### src/hw/rtl/wlrm_pkg.sv
package wlrm_pkg;

    // Field widths of the event and result transactions.
    localparam int LAT_W   = 24;
    localparam int STAMP_W = 48;
    localparam int RATE_W  = 32;
    localparam int TOT_W   = 64;

    // One frame per microsecond, in Q8: 1e6 * 256.
    localparam longint unsigned RATE_SCALE = 64'd256000000;
    localparam int              SCALE_W    = 28;

    // Event codes.
    typedef enum logic [1:0] {
        OP_FRAME = 2'd0,
        OP_DROP  = 2'd1,
        OP_CLEAR = 2'd2,
        OP_NOP   = 2'd3
    } op_t;

    // Status of the shared divider as seen by the sequencer.
    typedef struct packed {
        logic busy;
        logic done;
    } div_stat_t;

endpackage

### src/hw/rtl/wlrm_div.sv
module wlrm_div #(
    parameter int DIV_W = 35
) (
    input  logic                         clk,
    input  logic                         rst_n,
    input  logic                         start,
    input  logic [DIV_W-1:0]             num,
    input  logic [wlrm_pkg::STAMP_W-1:0] den,
    output logic [DIV_W-1:0]             quo,
    output wlrm_pkg::div_stat_t          stat
);

    localparam int DEN_W = wlrm_pkg::STAMP_W;
    localparam int CNT_W = $clog2(DIV_W + 1);

    logic [DIV_W-1:0] quo_reg;
    logic [DIV_W-1:0] quo_next;
    logic [DEN_W-1:0] rem_reg;
    logic [DEN_W-1:0] rem_next;
    logic [DEN_W-1:0] den_reg;
    logic [CNT_W-1:0] cnt_reg;
    logic [CNT_W-1:0] cnt_next;
    logic             busy_reg;
    logic             busy_next;
    logic             done_reg;
    logic             done_next;

    logic [DEN_W:0]   partial;
    logic [DEN_W+1:0] diff;
    logic             fits;

    // One restoring step: bring down the next numerator bit and try the divisor.
    assign partial = {rem_reg, quo_reg[DIV_W-1]};
    assign diff    = {1'b0, partial} - {2'b00, den_reg};
    assign fits    = ~diff[DEN_W+1];

    always_comb
    begin
        quo_next  = quo_reg;
        rem_next  = rem_reg;
        cnt_next  = cnt_reg;
        busy_next = busy_reg;
        done_next = 1'b0;
        if (start)
        begin
            quo_next  = num;
            rem_next  = '0;
            cnt_next  = CNT_W'(DIV_W);
            busy_next = 1'b1;
        end
        else if (busy_reg)
        begin
            quo_next = {quo_reg[DIV_W-2:0], fits};
            rem_next = fits ? diff[DEN_W-1:0] : partial[DEN_W-1:0];
            cnt_next = cnt_reg - CNT_W'(1);
            if (cnt_reg == CNT_W'(1))
            begin
                busy_next = 1'b0;
                done_next = 1'b1;
            end
        end
    end

    // Control state.
    always_ff @(posedge clk or negedge rst_n)
    begin
        if (!rst_n)
        begin
            busy_reg <= 1'b0;
            done_reg <= 1'b0;
            cnt_reg  <= '0;
        end
        else
        begin
            busy_reg <= busy_next;
            done_reg <= done_next;
            cnt_reg  <= cnt_next;
        end
    end

    // Datapath registers.
    always_ff @(posedge clk)
    begin
        quo_reg <= quo_next;
        rem_reg <= rem_next;
        if (start)
        begin
            den_reg <= den;
        end
    end

    assign quo       = quo_reg;
    assign stat.busy = busy_reg;
    assign stat.done = done_reg;

    // A start always begins a run.
    a_start_busy: assert property (@(posedge clk) disable iff (!rst_n)
        start |=> busy_reg)
        else $error("divider did not go busy after start");

    // Completion is flagged only once the run has ended.
    a_done_idle: assert property (@(posedge clk) disable iff (!rst_n)
        done_reg |-> !busy_reg)
        else $error("divider done while still busy");

    // A running divider always has steps left.
    a_busy_count: assert property (@(posedge clk) disable iff (!rst_n)
        busy_reg |-> cnt_reg != '0)
        else $error("divider busy with zero step count");

endmodule

### config.mk
export PLATFORM = sky130hd
export DESIGN_NAME = wlrm_div
export DESIGN_NICKNAME = d
export VERILOG_FILES = /design/src/hw/rtl/wlrm_pkg.sv /design/src/hw/rtl/wlrm_div.sv
export SDC_FILE = /design/constraint.sdc
export NUM_CORES = 1
export LEC_CHECK = 0
export ABC_AREA = 1
export BUFFER_PORTS_ARGS = -buffer_cell sky130_fd_sc_hd__buf_4
export CAP_MARGIN = 30
export CORE_AREA = 3 3 134 136
export DETAILED_ROUTE_END_ITERATION = 6
export DIE_AREA = 0 0 137 139
export GPL_ROUTABILITY_DRIVEN = 0
export PLACE_DENSITY = 0.93
export SYNTH_ARGS = -nofsm -noshare
export SYNTH_HDL_FRONTEND = slang
export SYNTH_SLANG_ARGS = --single-unit
### constraint.sdc
create_clock -name clk -period 3.2 [get_ports clk]
set_input_delay 0.16 -clock clk [delete_from_list [all_inputs] [get_ports clk]]
set_output_delay 0.16 -clock clk [all_outputs]
set_load 0.02 [all_outputs]
## Word-level counts from Yosys, hierarchy flattened

Cells that the tools add are included.

| storage, ports and cells | value |
|---|---|
| bits in registers | 139 |
| output and inout port bits | 37 |
| input port bits | 86 |

| cells by class | value |
|---|---|
| add/subtract/negate cells | 2 |
| equal/unequal tests | 1 |
| multiplexer cells | 11 |
| reduce and logical (&&, ||, !) cells | 1 |
| bitwise gates (word level) | 1 |

Operator list:

| operator | count |
|---|---|
| two-way mux 35 bit | 2 |
| subtractor 49 x 48 -> 50 bit | 1 |
| two-way mux 48 bit | 1 |
| two-way mux 6 bit | 2 |
| == test 6 x 1 -> 1 bit, second input constant | 1 |
| two-way mux 1 bit | 6 |
| subtractor 6 x 1 -> 6 bit, second input constant | 1 |
| nonzero test 2 bit | 1 |
| NOT 1 bit | 1 |

## Depth between registers and ports, before layout

Gate-level depths: netlist of the first run.

| logic depth | value |
|---|---|
| word-level depth | 4 |
| depth in mapped cells | 17 |
| depth with buffers taken out | 17 |

## Least setup slack after synthesis of the first run

No wires, ideal clock.

| path | value |
|---|---|
| path kind | register -> register |
| from | register busy_reg |
| to | register quo_reg[0] (netlist: quo[0]), enable pin |
| buffers on the path | 1 |
| arrival | 1.777 ns |
| library setup time | 0.411 ns |
| cell stages (with the launch flop) | 4 |
| required time | 2.789 ns |
| slack | 1.012 ns |
| cell sequence | dfrtp_1 > nor2_1 > inv_1 > clkbuf_1 |

| between the ends | value |
|---|---|
| longest elaborated chain between the ends | 1 |

RTL lines:

| item | RTL line | source |
|---|---|---|
| start: declaration | wlrm_div.sv:23 | `logic busy_reg;` |
| start signal: assignment | wlrm_div.sv:75 | `busy_reg <= busy_next;` |
| nonzero test 2 bit (no source line) | n/a |  |
| end signal: assignment | wlrm_div.sv:84 | `quo_reg <= quo_next;` |
| end: declaration | wlrm_div.sv:16 | `logic [DIV_W-1:0] quo_reg;` |

Every way passes these cells.
A chain may end at the register's enable or synchronous reset.

## Worst setup path in the final report of the first run

| path | value |
|---|---|
| from | register den_reg[21] |
| to | register rem_reg[40] |

| between the ends | value |
|---|---|
| longest elaborated chain between the ends | 2 |

RTL lines:

| item | RTL line | source |
|---|---|---|
| start: declaration | wlrm_div.sv:20 | `logic [DEN_W-1:0] den_reg;` |
| start signal: assignment | wlrm_div.sv:88 | `den_reg <= den;` |
| subtractor 49 x 48 -> 50 bit | wlrm_div.sv:34 | `assign diff = {1'b0, partial} - {2'b00, den_reg};` |
| two-way mux 48 bit | wlrm_div.sv:54 | `rem_next = fits ? diff[DEN_W-1:0] : partial[DEN_W-1:0];` |
| end signal: assignment | wlrm_div.sv:85 | `rem_reg <= rem_next;` |
| end: declaration | wlrm_div.sv:18 | `logic [DEN_W-1:0] rem_reg;` |

Every way passes these cells.

==> impl_metrics.toml, run 1 <==
[place]
dp_hpwl_um = 19600
io_buffer_count = 122
pre_cts_slack_ps = 548

[critical_path]
crit_end = "rem_reg[40]$_SDFFE_PP0P_"
crit_path_start = "den_reg[21]$_DFFE_PP_"
reg2reg_from = "den_reg[21]$_DFFE_PP_"
cp-end-kind = "flip-flop"
arrival_ps = 3090
timing.rr.end = "rem_reg[40]$_SDFFE_PP0P_"
crit_path_max_fanout = 48
required_ps = 3530
timing_worst_setup_path_type = "reg2reg"
r2r_slack_ps = 440
ff2ff_path_depth = 12
cp-start-kind = "flip-flop"

[detailed_routing]
vias = 10700
wl_um = 31200
drtAntennaViolNets = 0
drt-initial-drc-count = 1276
drc = 0
vias_per_cell = 5.43
routedWlPerCell_um = 15.8
dr.pass1.iters = 6

[timing]
hold_violations = 1
setup_violations = 0
post-route-min-period_ps = 2760
finalSetupTns_ps = 0
period_share_pct = 86.2
report.final.slew_viol_count = 0
rsz0062_at_grt = "false"
max-slew-margin-rel_pct = 42.2
finalClockSkew_ps = 16.6
layout_setup_ws_ps = 443
hold_ws_ps = -10.2
max_freq_mhz = 363
worst_slew_pin_slew_ps = 867

[cts]
post_cts_resized = 0
cts_root_buf = "clkbuf_16"
clkSinkCount = 139
numCtsBuffers = 17
cts_tree = "done"
post-cts-setup-buffers = 0
htreeDepth = 4
clk_latency_ps = 450
clk_pin_slew_ps = 80
cts_max_path_buffers = 2
cts_hold_buf = 79

[min_path]
worstHoldPathType = "in2reg"

[synth]
ys_ff_latch = 139
seq_area_frac_synth_pct = 36.5
synthesis.area_mm2 = 0.0100
synth_cell_types = 36
yosys_warnings = 0
synth_nets = 1674
avgSynthCellArea_um2 = 6.51
synth_cells = 1537

[floorplanning]
die_h_um = 139
row_count = 48
coreArea_mm2 = 0.0171
die-area_mm2 = 0.0190
initial_utilization_pct = 58.7
io_pins = 123
die_w_um = 137

[outcome]
status = "finished with violations"
violations = "hold timing"

[global_route]
grt_pass1_vias = 10500
grt_first_pass_wirelength_um = 50300
overflow = 0
grtUsageTotal_pct = 33.2
grt_max_degree = 72
antenna_found_initial = 0

[final_layout]
utilization_pct = 73.0
area_growth_pct = 24.5
nNetsFinal = 1868
num_antenna_cells = 0
drive_above_1_share_pct = 10.1

[power_and_ir_drop]
p_leak_nw = 6.89
p_per_area_mw_per_mm2 = 396
vdd_ir_drop_max_mv = 0.385

[job]
max_cap_viol_count = 0
-- worst min path at each step --
| stage | startpoint | to | slack (ps) | cells after the start |
|---|---|---|---|---|
| finish | num[14] | quo[14]$_DFFE_PP_ | -10 | 3 |
| floorplan | rst_n | busy_reg$_DFF_PN0_ | -140 | 0 |
| detailed placement | rst_n | busy_reg$_DFF_PN0_ | -10 | 1 |
| CTS | num[20] | quo[20]$_DFFE_PP_ | 6 | 3 |
| global placement | rst_n | busy_reg$_DFF_PN0_ | -10 | 1 |
| global route | num[14] | quo[14]$_DFFE_PP_ | 5 | 3 |
-- worst max-delay path: stages (launching register included) --
cell      delay [ps]
edfxtp_1         390
inv_1             70
ha_1             370
nand2_1          130
nor2_1           210
nand2_1          130
nor2_1           240
and2_4           200
nand2_4           60
nand2_4          460
nand3_1          200
nand2_1          130
nand2_1           50
-- synth_stat cells (all sizes together) --
master / count / area [µm²]
a21oi: 36 / 191
a31oi: 1 / 6.26
edfxtp: 83 / 2490
buf: 19 / 134
a21o: 2 / 15.0
nand4: 9 / 56.3
xor2: 1 / 8.76
a22oi: 1 / 7.51
o21bai: 6 / 45.0
ha: 50 / 626
nand3: 117 / 586
inv: 312 / 1170
dfxtp: 48 / 961
or3b: 1 / 8.76
or2: 2 / 12.5
xnor2: 22 / 193
clkbuf: 15 / 56.3
o21ai: 24 / 120
and2: 5 / 33.8
nor4: 2 / 12.5
fa: 1 / 20.0
nor2: 98 / 375
dfrtp: 8 / 200
nand3b: 27 / 203
nor3: 8 / 51.3
nand2: 639 / 2420
-- layout make-up --
cell class / count / area [µm²]
repair buffers: 209 / 1770
fillers: 1247 / 4600
flip-flops and latches: 139 / 3650
well taps: 225 / 282
inverters: 312 / 1170
multi-input cells: 1052 / 4990
clock buffers: 18 / 429
clock inverters: 14 / 159
-- cells by family after synthesis --
group	synth area share (%)
and+or+nand+nor	37.6
buffers and inverters	13.6
DFF	36.5
AOI/OAI and AO/OA	3.85
adders and majority gates	6.45
xor gates and xnor gates	2.01
-- where the power goes --
group,leakage [nW],internal (mW),switching [mW]
Clock,0.284,1.16,0.873
Sequential,1.34,2.02,0.0637
Combinational,5.27,0.348,0.468
-- layout by cell type (no fill, tap or decap), drive strengths merged, types with 2 or more instances in the layout --
cell type,synthesis,routed
a21o,2,2
nor2,98,98
inv,312,317
dfrtp,8,8
or2,2,2
o21bai,6,6
edfxtp,83,83
and2,5,5
clkbuf,15,18
dfxtp,48,48
nor4,2,2
o21ai,24,24
nand4,9,9
nor3,8,8
nand3,117,117
xnor2,22,22
dlygate4sd3,0,79
nand2,639,639
clkinv,0,6
bufinv,0,2
nand3b,27,27
ha,50,50
buf,19,130
a21oi,36,36
-- routing by layer --
metal / vias up / wire length, µm / GRT usage (%)
li1: 5081 / - / -
met1: 4800 / 11700 / 39.4
met2: 656 / 14700 / 55.4
met5: - / 0 / 0
met3: 145 / 3160 / 8.71
met4: 0 / 1580 / 16.2
-- per-stage QoR --
stage | instances | hold slack [ps] | cell area (µm²) | total power [mW]
after floorplan | 1537 | -136 | 10000 | 2.54
after global placement | 1858 | -13.0 | 11100 | 2.79
after detailed placement | 1858 | -12.4 | 11100 | 2.80
after CTS | 1969 | 5.54 | 12500 | 4.87
after global routing | 1969 | 5.39 | 12500 | 5.10
final | 1969 | -10.2 | 12500 | 4.94
(Power assumes the default switching activity.)
==> run 2: changes to the inputs <==
- HOLD_SLACK_MARGIN: unset -> 0.02
- RECOVER_POWER: unset -> 25
- REMOVE_ABC_BUFFERS: unset -> 1
==> impl_metrics.toml, run 2 (synthesis results as in run 1) <==
[detailed_routing]
drc = 1
wl_um = 31200
drtAntennaViolNets = 0
routedWlPerCell_um = 15.8
drt-initial-drc-count = 1377
dr.pass1.iters = 7
vias_per_cell = 5.44
vias = 10700

[job]
max_cap_viol_count = 0

[cts]
post-cts-setup-buffers = 0
htreeDepth = 4
clk_latency_ps = 450
numCtsBuffers = 17
cts_max_path_buffers = 2
cts_tree = "done"
clk_pin_slew_ps = 70
cts_root_buf = "clkbuf_16"
clkSinkCount = 139

[power_and_ir_drop]
seqPwrFrac_pct = 41.5
pwr-share-clk_pct = 41.8
p_switching_mw = 1.51
internal_power_mw = 3.50
p_comb_share_pct = 16.7
swShare_pct = 30.1
p_leak_nw = 6.91
p_per_area_mw_per_mm2 = 399
vdd_ir_drop_max_mv = 0.403

[final_layout]
seq_area_mm2 = 0.00365
area_growth_pct = 25.5
drive_above_1_share_pct = 10.0
layout_commonest_cell = "nand2_1"
mostFrequentLayoutCells = "635 x nand2_1, 310 x inv_1, 117 x nand3_1"
utilization_pct = 73.6
nNetsFinal = 1874
multiInputGateArea_mm2 = 0.00501
num_antenna_cells = 0
postLayoutCellArea_mm2 = 0.0126
fillers = 1211

[critical_path]
path_buf_inv = 4
critPathSlowestCell = "buf_4"
cp_common_cell = "nand2_1"
crit_path_max_fanout = 28
path_cells = "inv_1 -> ha_1 -> nand2_1 -> nand2_1 -> inv_1 -> nand2_1 -> inv_1 -> nand3_1 -> nand2_1 -> nand2_1 -> nand2_4 -> buf_4 -> nand3_1 -> nand3_1 -> o21ai_0"
timing_worst_setup_path_type = "reg2reg"
crit_path_start = "den_reg[8]$_DFFE_PP_"
crit_family = "simple AND/OR/NAND/NOR gates"
required_ps = 3520
cp-start-kind = "flip-flop"
ff2ff_path_depth = 15
reg2reg_from = "den_reg[8]$_DFFE_PP_"
arrival_ps = 3280
slowest_delay_ps = 410
r2r_slack_ps = 250
crit_cells = 15
cp-end-kind = "flip-flop"
timing.rr.end = "rem_reg[10]$_SDFFE_PP0P_"

[min_path]
hp-start = "num[31]"
holdPathStages = 3
worstHoldPathType = "in2reg"
min_to = "quo[31]$_DFFE_PP_"

[place]
place_area_mm2 = 0.0111
io_buffer_count = 122
dp_hpwl_um = 20200

[floorplanning]
die_h_um = 139
initial_utilization_pct = 58.7
io_pins = 123
die-area_mm2 = 0.0190
die_w_um = 137
row_count = 48
coreArea_mm2 = 0.0171

[timing]
hold_violations = 0
post-route-min-period_ps = 2950
finalSetupTns_ps = 0
setup_violations = 0
worst_slew_pin_slew_ps = 1490
hold_ws_ps = 39.6
max-slew-margin-rel_pct = 0.774
max_freq_mhz = 338
finalClockSkew_ps = 18.1
rsz0062_at_grt = "false"
period_share_pct = 92.3
report.final.slew_viol_count = 0

[global_route]
antenna_found_initial = 0
grt_max_degree = 49
grt_pass1_vias = 10300
grtUsageTotal_pct = 33.2
grt_first_pass_wirelength_um = 50200
overflow = 0

[outcome]
status = "finished with violations"
violations = "DRC"
[run 2: changes by cell type in the layout (fill, tap and decap cells not counted), sizes merged]
cell and delta:
dlygate4sd3 +3, clkbuf +50, inv +2, bufinv -1
buf -48
[run 2: metal layers]
| layer | wire [µm] | vias up | global-route usage (%) |
|---|---|---|---|
| met5 | 0 | - | 0 |
| met4 | 1380 | 0 | 15.1 |
| met3 | 3440 | 143 | 7.15 |
| met2 | 14700 | 731 | 54.4 |
| met1 | 11700 | 4768 | 41.7 |
| li1 | - | 5100 | - |
[run 2: repair_timing]
item                                    CTS  global route
endpoints found under the setup margin    0             2
endpoints found under the hold margin    89             0
resized for setup                         0             1
hold buffers                             82             0
[run 2: stage by stage]
step / setup slack (ps) / total power [mW] / instances
floorplan: 220 / 2.53 / 1503
global placement: 472 / 2.79 / 1860
detailed placement: 360 / 2.82 / 1861
CTS: 269 / 4.95 / 1975
global route: 114 / 5.16 / 1975
finish: 245 / 5.01 / 1975
[run 2: power groups by stage]
stage          sequential, mW  combinational [mW]  clock, mW
3_3_place_gp             2.10               0.688          0
4_1_cts                  2.07               0.802       2.08
5_1_grt                  2.09               0.906       2.17
3_5_place_dp             2.10               0.713          0
2_1_floorplan            2.15               0.375          0
6_report                 2.08               0.838       2.09
[run 2: area by class of cell]
| class | count | area share [%] |
|---|---|---|
| clock inverters | 15 | 1.58 |
| inverters | 312 | 9.33 |
| flip-flops and latches | 139 | 29.1 |
| repair buffers | 215 | 14.5 |
| well taps | 225 | 2.24 |
| multi-input cells | 1052 | 39.9 |
| clock buffers | 17 | 3.39 |
[run 2: worst max-delay path by stage]
stage          slack, ps                        to
4_1_cts              270  rem_reg[12]$_SDFFE_PP0P_
3_3_place_gp         470   rem_reg[9]$_SDFFE_PP0P_
2_1_floorplan        220          quo[0]$_DFFE_PP_
5_1_grt              110  rem_reg[10]$_SDFFE_PP0P_
3_5_place_dp         360  rem_reg[35]$_SDFFE_PP0P_
6_report             250  rem_reg[10]$_SDFFE_PP0P_
[run 2: worst reg2reg max path: stages, from the launching register on]
cell and delay, ps:
edfxtp_1 370, inv_1 80, ha_1 280, nand2_1 110, nand2_1 90, inv_1 60
nand2_1 60, inv_1 60, nand3_1 230, nand2_1 130, nand2_1 180, nand2_4 340
buf_4 430, nand3_1 180, nand3_1 130, o21ai_0 100
